### config.mk
export PLATFORM = sky130hd
export DESIGN_NAME = divisor_enumerator
export DESIGN_NICKNAME = d
export VERILOG_FILES = /design/src/rtl/divenum_pkg.sv /design/src/rtl/divenum_ram.sv /design/src/rtl/divenum_div.sv /design/src/rtl/divisor_enumerator.sv
export SDC_FILE = /design/constraint.sdc
export NUM_CORES = 1
export LEC_CHECK = 0
export BUFFER_PORTS_ARGS = -buffer_cell sky130_fd_sc_hd__buf_4
export CAP_MARGIN = 20
export CORE_MARGIN = 1
export CORE_UTILIZATION = 68
export CTS_BUF_LIST = sky130_fd_sc_hd__clkbuf_8 sky130_fd_sc_hd__clkbuf_16
export DETAILED_ROUTE_END_ITERATION = 8
export GPL_ROUTABILITY_DRIVEN = 0
export PLACE_DENSITY = 0.85
export REMOVE_ABC_BUFFERS = 1
export SETUP_SLACK_MARGIN = 0.1
export SLEW_MARGIN = 20
export SYNTH_ARGS = -nofsm -noshare
export SYNTH_HDL_FRONTEND = slang
export SYNTH_HIERARCHICAL = 1
export SYNTH_SLANG_ARGS = --single-unit
### constraint.sdc
create_clock -name clk_i -period 6.8 [get_ports clk_i]
set_input_delay 0.34 -clock clk_i [delete_from_list [all_inputs] [get_ports clk_i]]
set_output_delay 0.34 -clock clk_i [all_outputs]
set_load 0.02 [all_outputs]
### src/rtl/divenum_pkg.sv
// shared types and constants for the divisor enumerator
package divenum_pkg;

  // width of the divisor result port
  localparam int unsigned DIV_W = 13;

  // sequencer states
  typedef enum logic [4:0] {
    ST_IDLE    = 5'b00001,
    ST_TRIAL   = 5'b00010,
    ST_WAIT    = 5'b00100,
    ST_POP_RD  = 5'b01000,
    ST_POP_OUT = 5'b10000
  } divenum_state_e;

  // divider status toward the sequencer
  typedef struct packed {
    logic done;
    logic rem_zero;
  } divenum_div_sts_t;

endpackage

### src/rtl/divenum_ram.sv
// generic single-port-write, single-port-read ram with registered read
module divenum_ram #(
  parameter int unsigned WIDTH = 8,
  parameter int unsigned DEPTH = 16
) (
  input  logic                     clk_i,
  input  logic                     we_i,
  input  logic [$clog2(DEPTH)-1:0] waddr_i,
  input  logic [WIDTH-1:0]         wdata_i,
  input  logic [$clog2(DEPTH)-1:0] raddr_i,
  output logic [WIDTH-1:0]         rdata_o
);

  logic [WIDTH-1:0] mem_q [DEPTH];
  logic [WIDTH-1:0] rdata_q;

  always_ff @(posedge clk_i) begin
    if (we_i) begin
      mem_q[waddr_i] <= wdata_i;
    end
    rdata_q <= mem_q[raddr_i];
  end

  assign rdata_o = rdata_q;

endmodule

### src/rtl/divenum_div.sv
// restoring divider, one quotient bit per cycle
module divenum_div
  import divenum_pkg::*;
#(
  parameter int unsigned N_BITS = 13,
  parameter int unsigned D_BITS = 8
) (
  input  logic                clk_i,
  input  logic                rst_ni,
  input  logic                start_i,
  input  logic [N_BITS-1:0]   dividend_i,
  input  logic [D_BITS-1:0]   divisor_i,
  output divenum_div_sts_t    status_o,
  output logic [N_BITS-1:0]   quotient_o
);

  localparam int unsigned CW = $clog2(N_BITS + 1);

  logic [CW-1:0]     cnt_q, cnt_d;
  logic              busy_q, busy_d;
  logic              done_q, done_d;
  logic [D_BITS-1:0] dvs_q, dvs_d;
  logic [D_BITS-1:0] rem_q, rem_d;
  logic [N_BITS-1:0] quo_q, quo_d;
  logic [D_BITS:0]   trial;
  logic [D_BITS:0]   diff;
  logic              fits;

  // shift the next dividend bit into the partial remainder
  assign trial = {rem_q, quo_q[N_BITS-1]};
  assign diff  = trial - {1'b0, dvs_q};
  assign fits  = trial >= {1'b0, dvs_q};

  always_comb begin
    cnt_d  = cnt_q;
    busy_d = busy_q;
    done_d = 1'b0;
    dvs_d  = dvs_q;
    rem_d  = rem_q;
    quo_d  = quo_q;
    if (start_i) begin
      cnt_d  = CW'(N_BITS);
      busy_d = 1'b1;
      dvs_d  = divisor_i;
      rem_d  = '0;
      quo_d  = dividend_i;
    end else if (busy_q) begin
      rem_d = fits ? diff[D_BITS-1:0] : trial[D_BITS-1:0];
      quo_d = {quo_q[N_BITS-2:0], fits};
      cnt_d = cnt_q - 1'b1;
      if (cnt_q == CW'(1)) begin
        busy_d = 1'b0;
        done_d = 1'b1;
      end
    end
  end

  always_ff @(posedge clk_i or negedge rst_ni) begin
    if (!rst_ni) begin
      cnt_q  <= '0;
      busy_q <= 1'b0;
      done_q <= 1'b0;
    end else begin
      cnt_q  <= cnt_d;
      busy_q <= busy_d;
      done_q <= done_d;
    end
  end

  always_ff @(posedge clk_i) begin
    dvs_q <= dvs_d;
    rem_q <= rem_d;
    quo_q <= quo_d;
  end

  assign status_o.done     = done_q;
  assign status_o.rem_zero = (rem_q == '0);
  assign quotient_o        = quo_q;

endmodule

### src/rtl/divisor_enumerator.sv
// top level of the divisor enumerator
//
// usage: drive n_value_i and raise start; the transfer happens on a rising
// edge with start high and busy low. the block then lists every divisor of
// n in ascending order, one per cycle of res_strobe_o, with last_o set on
// the final one. n = 0 gives a single result with divisor 0, last_o and
// empty_res_o set.
// operation: trial divisors i = 1, 2, ... run while i*i <= n, each through
// a bit-serial divider. small divisors come out as the trials find them;
// their partners n/i go on a stack held in a synchronous ram and are
// popped after the trials, each pop a ram read, then a result.
// busy is high from the transfer until the final result is registered
// (for n = 1 it stays high through a last pass of ST_TRIAL; it never rises
// for n = 0).
// results are registered and shown for exactly one cycle; the receiver
// cannot stall, so nothing is held back. reset returns the sequencer to
// idle with no result pending; the stack ram needs no clearing since only
// entries pushed for the current number are popped.
module divisor_enumerator
  import divenum_pkg::*;
#(
  parameter int unsigned N_BITS      = 13,
  parameter int unsigned STACK_DEPTH = 32
) (
  input  logic              clk_i,
  input  logic              rst_ni,
  input  logic              start,
  output logic              busy,
  input  logic [N_BITS-1:0] n_value_i,
  output logic              res_strobe_o,
  output logic [DIV_W-1:0]  divisor_o,
  output logic              last_o,
  output logic              empty_res_o
);

  // trial divisor width: must hold the first i with i*i > n
  localparam int unsigned I_BITS  = (N_BITS + 1) / 2 + 1;
  localparam int unsigned SQ_BITS = 2 * I_BITS;
  localparam int unsigned AW      = $clog2(STACK_DEPTH);
  localparam int unsigned CNT_W   = $clog2(STACK_DEPTH + 1);

  divenum_state_e state_q, state_d;

  logic [N_BITS-1:0]  n_q, n_d;
  logic [I_BITS-1:0]  i_q, i_d;     // trial divisor
  logic [SQ_BITS-1:0] sq_q, sq_d;   // i*i kept incrementally
  logic [CNT_W-1:0]   cnt_q, cnt_d; // stack fill

  // result register
  logic               strobe_q, strobe_d;
  logic [DIV_W-1:0]   div_q, div_d;
  logic               last_q, last_d;
  logic               empty_q, empty_d;

  // divider
  logic               div_start;
  divenum_div_sts_t   div_sts;
  logic [N_BITS-1:0]  quo;
  logic [N_BITS-1:0]  i_ext;

  // stack ram
  logic               push;
  logic [AW-1:0]      waddr;
  logic [AW-1:0]      raddr;
  logic [N_BITS-1:0]  rdata;
  logic               stack_full;
  logic [CNT_W-1:0]   cnt_dec;

  assign i_ext      = N_BITS'(i_q);
  assign stack_full = (cnt_q == CNT_W'(STACK_DEPTH));
  assign cnt_dec    = cnt_q - 1'b1;
  assign waddr      = cnt_q[AW-1:0];
  assign raddr      = cnt_dec[AW-1:0];

  always_comb begin
    state_d   = state_q;
    n_d       = n_q;
    i_d       = i_q;
    sq_d      = sq_q;
    cnt_d     = cnt_q;
    strobe_d  = 1'b0;
    div_d     = div_q;
    last_d    = last_q;
    empty_d   = empty_q;
    div_start = 1'b0;
    push      = 1'b0;

    unique case (state_q)
      ST_IDLE: begin
        if (start) begin
          n_d   = n_value_i;
          i_d   = I_BITS'(1);
          sq_d  = SQ_BITS'(1);
          cnt_d = '0;
          if (n_value_i == '0) begin
            // zero has no divisors: one empty result
            strobe_d = 1'b1;
            div_d    = '0;
            last_d   = 1'b1;
            empty_d  = 1'b1;
          end else begin
            state_d = ST_TRIAL;
          end
        end
      end

      ST_TRIAL: begin
        if (sq_q > SQ_BITS'(n_q)) begin
          // trials over, drain the partners
          state_d = (cnt_q == '0) ? ST_IDLE : ST_POP_RD;
        end else begin
          div_start = 1'b1;
          state_d   = ST_WAIT;
        end
      end

      ST_WAIT: begin
        if (div_sts.done) begin
          if (div_sts.rem_zero) begin
            strobe_d = 1'b1;
            div_d    = DIV_W'(i_q);
            empty_d  = 1'b0;
            // square root with nothing stacked ends the list here
            last_d   = (quo == i_ext) && (cnt_q == '0);
            if ((quo != i_ext) && !stack_full) begin
              push  = 1'b1;
              cnt_d = cnt_q + 1'b1;
            end
          end
          i_d     = i_q + 1'b1;
          sq_d    = sq_q + SQ_BITS'({i_q, 1'b1});
          state_d = ST_TRIAL;
        end
      end

      ST_POP_RD: begin
        cnt_d   = cnt_dec;
        state_d = ST_POP_OUT;
      end

      ST_POP_OUT: begin
        strobe_d = 1'b1;
        div_d    = DIV_W'(rdata);
        empty_d  = 1'b0;
        last_d   = (cnt_q == '0);
        state_d  = (cnt_q == '0) ? ST_IDLE : ST_POP_RD;
      end

      default: begin
        state_d = ST_IDLE;
      end
    endcase
  end

  always_ff @(posedge clk_i or negedge rst_ni) begin
    if (!rst_ni) begin
      state_q  <= ST_IDLE;
      strobe_q <= 1'b0;
      i_q      <= I_BITS'(1);
      cnt_q    <= '0;
    end else begin
      state_q  <= state_d;
      strobe_q <= strobe_d;
      i_q      <= i_d;
      cnt_q    <= cnt_d;
    end
  end

  always_ff @(posedge clk_i) begin
    n_q     <= n_d;
    sq_q    <= sq_d;
    div_q   <= div_d;
    last_q  <= last_d;
    empty_q <= empty_d;
  end

  divenum_div #(
    .N_BITS (N_BITS),
    .D_BITS (I_BITS)
  ) u_div (
    .clk_i      (clk_i),
    .rst_ni     (rst_ni),
    .start_i    (div_start),
    .dividend_i (n_q),
    .divisor_i  (i_q),
    .status_o   (div_sts),
    .quotient_o (quo)
  );

  divenum_ram #(
    .WIDTH (N_BITS),
    .DEPTH (STACK_DEPTH)
  ) u_stack (
    .clk_i   (clk_i),
    .we_i    (push),
    .waddr_i (waddr),
    .wdata_i (quo),
    .raddr_i (raddr),
    .rdata_o (rdata)
  );

  assign busy         = (state_q != ST_IDLE);
  assign res_strobe_o = strobe_q;
  assign divisor_o    = div_q;
  assign last_o       = last_q;
  assign empty_res_o  = empty_q;

endmodule

==> impl_metrics.tcl <==
set metrics [dict create \
    yosys.area_share.xor_xnor 0.0113 \
    fmax_mhz 251 \
    die_width_um 184 \
    synth_simple_gate_area_share 0.0730 \
    fin_total_pwr_mw 9.69 \
    final.setup.worst_slack_ps 2820 \
    sequential_fraction_of_the_synthesis_area 0.689 \
    multiInputGateArea_um2 6370 \
    drt_pass1_iterations 6 \
    setup_tns_ps 0 \
    power.density_nw_per_um2 389 \
    drv.max_cap_violation_count 0 \
    power_frac_clock 0.269 \
    cp.required_ps 7070 \
    pre_cts_setup_slack_ps 2720 \
    drt-vias-per-instance 6.73 \
    intPower_mw 6.43 \
    cts-htree-levels 2 \
    max_slew.worst_pin.slew_ps 1070 \
    synth_flop_cell "edfxtp_1" \
    clock_insertion_delay_worst_skew_ps 560 \
    synth_enable_flop_cells 481 \
    placed_cell_area_um2 23200 \
    number_of_antenna_violations_at_the_first_check_in_global_routing 0 \
    crit_fanout 26 \
    routedWlPerCell_um 26.0 \
    start_kind "flip-flop" \
    switching_component_of_the_power_mw 3.26 \
    routed_wirelength_um 53100 \
    post_route_cells_drive_above_1_share 0.125 \
    design.core.area_um2 32500 \
    yosys.cell_count.top_type "edfxtp_1" \
    first_global_vias 13200 \
    grt_setup_unrepaired "false" \
    fin_worst_skew_ps 16.2 \
    worstSetupPathType "reg -> reg" \
    final_max_slew_viol_count 0 \
    synth.yosys.warnings 6 \
    syn_inst 1492 \
    post_cts.resized_instances 0 \
    stdcell_count 2046 \
    power.static_leakage_nw 9.97 \
    antenna-diode-count 0 \
    async_flop_share 0.0492 \
    synth_top_cell_by_area "edfxtp_1" \
    final_min_period_over_clock_period 0.585 \
    synth-compound-area-share 0.0733 \
    die_h_um 184 \
    drt_drc_violations_left 0 \
    route.antenna.remaining_nets 0 \
    cts_buffers 50 \
    fill_cell_instance_count_of_the_final_layout 1849 \
    grt_usage 0.320 \
    clkSlewWorstSetupHoldPaths_ps 60 \
    grt_max_degree 123 \
    portBuffers 32 \
    worst-endpoint-arrival_ps 4250 \
    initial_core_util 0.692 \
    cts_tree "built" \
    ys_seq_elements 528 \
    dp_cells 1939 \
    final_period_minus_worst_setup_slack_ps 3980 \
    power_switching_share 0.336 \
    endpoints_failing_setup 0 \
    ios 33 \
    run_status "completed" \
    ctsLongestPathBuffers 3 \
    yosys.cell_types.count 78 \
    critPathCaptureType "flip-flop" \
    portion_of_netlist_area_occupied_by_mux_cells 0.102 \
    floorplan.rows 66 \
    finish.net_count 1618 \
    dr_total_vias 13800 \
    grt_first_pass_wirelength_um 79800 \
    synth_largest_type_area_fraction 0.642 \
    min-delay-path-class "in -> reg" \
    finalHoldViolCount 0 \
    power_frac_comb 0.290 \
    remaining_global_route_overflow 0 \
    syn-cell-area_um2 22500 \
    vdd.ir_drop.worst_v 0.000264 \
    post_synth_fa_ha_maj_area_fraction 0.0212 \
    post_synth_main_area_contributors "edfxtp_1 (64%), mux2i_1 (9.5%), dfrtp_1 (2.7%), ha_1 (1.9%), dfxtp_1 (1.9%)" \
    ff_latch_area_um2 15500 \
    fp.dieArea_um2 33800 \
    detailedRoute.firstIterationViolations 1776 \
    tritoncts_num_sinks 528 \
    worst_hold_slack_ps 241 \
    ys_top_cells_by_count "edfxtp_1 (481), mux2i_1 (214), nor2_1 (84)" \
    area_growth_syn_to_layout_pct 10.6 \
    pwr-share-seq 0.440 \
    slew-limit-headroom 0.288 \
    fin_area_um2 24900 \
    postSynthAreaPerCell_um2 15.1 \
    final_core_utilization 0.765 \
    clock-root-buffer "clkbuf_16" \
    place_hpwl_um 32000 \
    synth_top_family_by_area "multiplexers" \
]
[placed cells by master (no fill, tap or decap), types with 4 or more instances in the layout]
cell type	instances
a22o_1	33
and3_1	10
o21ai_0	27
nand2_1	69
nor4_1	4
buf_4	73
a21o_1	5
xor2_1	11
nor3_1	32
nor2_1	72
nor3b_1	4
a211oi_1	5
nand2b_1	7
mux2i_1	214
nor4b_1	4
o22ai_1	6
dfxtp_1	21
nor2_2	12
o211ai_1	5
nand3b_1	9
a21oi_1	48
nor2b_1	5
inv_1	53
a311oi_1	6
nand3_1	42
clkinv_2	12
mux2_2	13
a22oi_1	55
a31oi_1	16
dfrtp_1	24
dlygate4sd3_1	14
and2_1	6
ha_1	35
clkinv_1	10
xnor2_1	18
edfxtp_1	481
clkbuf_16	52
nand4_1	22
[cell families after synthesis]
group / Yosys count
XOR/XNOR: 29
flip-flops: 528
buffers and inverters: 111
adder cells (fa/ha/maj): 37
AO/OA/AOI/OAI: 235
multiplexers: 227
AND/OR/NAND/NOR: 325
[worst max-delay path, stage by stage (launching register included)]
cell and delay, ps:
dfrtp_1 420, nor2_1 240, and3_1 920, nand3_1 160, nor2_1 320, nand3b_1 470
nor2_1 840, buf_4 310
[flip-flops by register name (all words and copies together) (netlist names), 4 cells and up]
register and cells:
u_div/cnt_q 4, cnt_q 6, u_stack/mem_q 416, i_q 8, u_div/rem_q 8, sq_q 16
u_div/dvs_q 8, state_q 5, divisor_o 13, u_div/quotient_o 13, u_stack/rdata_o 13, n_q 13
[what timing repair did]
action / CTS / global route
hold buffers: 14 / 0
endpoints found under the hold margin: 39 / 0
buffers inserted: 0 / 0
[routing by layer]
metal	vias to the layer above	GRT usage	share of wire
met3	135	0.0769	0.11
met5	-	0	0
li1	5938	-	-
met1	6787	0.454	0.39
met4	0	0.103	0.031
met2	900	0.495	0.47
[area by class of cell]
cell class,instances,area share
Sequential cell,528,0.623
Multi-Input combinational cell,853,0.256
Clock inverter,38,0.00865
Timing Repair Buffer,91,0.0304
Inverter,41,0.00649
Clock buffer,53,0.0528
Tap cell,442,0.0222
[final timing paths]
check / startpoint / to / slack, ps / cells after the start
worst max-delay path: state_q[1] / u_stack/mem_q[10][4] / 2820 / 7
worst min-delay path: start / i_q[0] / 240 / 4
worst max register to register: state_q[1] / u_stack/mem_q[10][4] / 2820 / 7
worst min register to register: cnt_q[5] / cnt_q[5] / 520 / 1
max in group asynchronous: rst_ni / state_q[0] / 6220 / 2
min in group asynchronous: rst_ni / i_q[5] / 280 / 2
[power groups by stage]
stage | clock network [mW] | logic (mW) | registers, mW
finish | 2.61 | 2.81 | 4.27
global route | 2.76 | 2.98 | 4.28
CTS | 2.63 | 2.72 | 4.26
detailed placement | 0 | 2.67 | 4.32
global placement | 0 | 2.55 | 4.34
floorplan | 0 | 1.76 | 4.36
No activity file was read; power rests on OpenSTA's default activity.
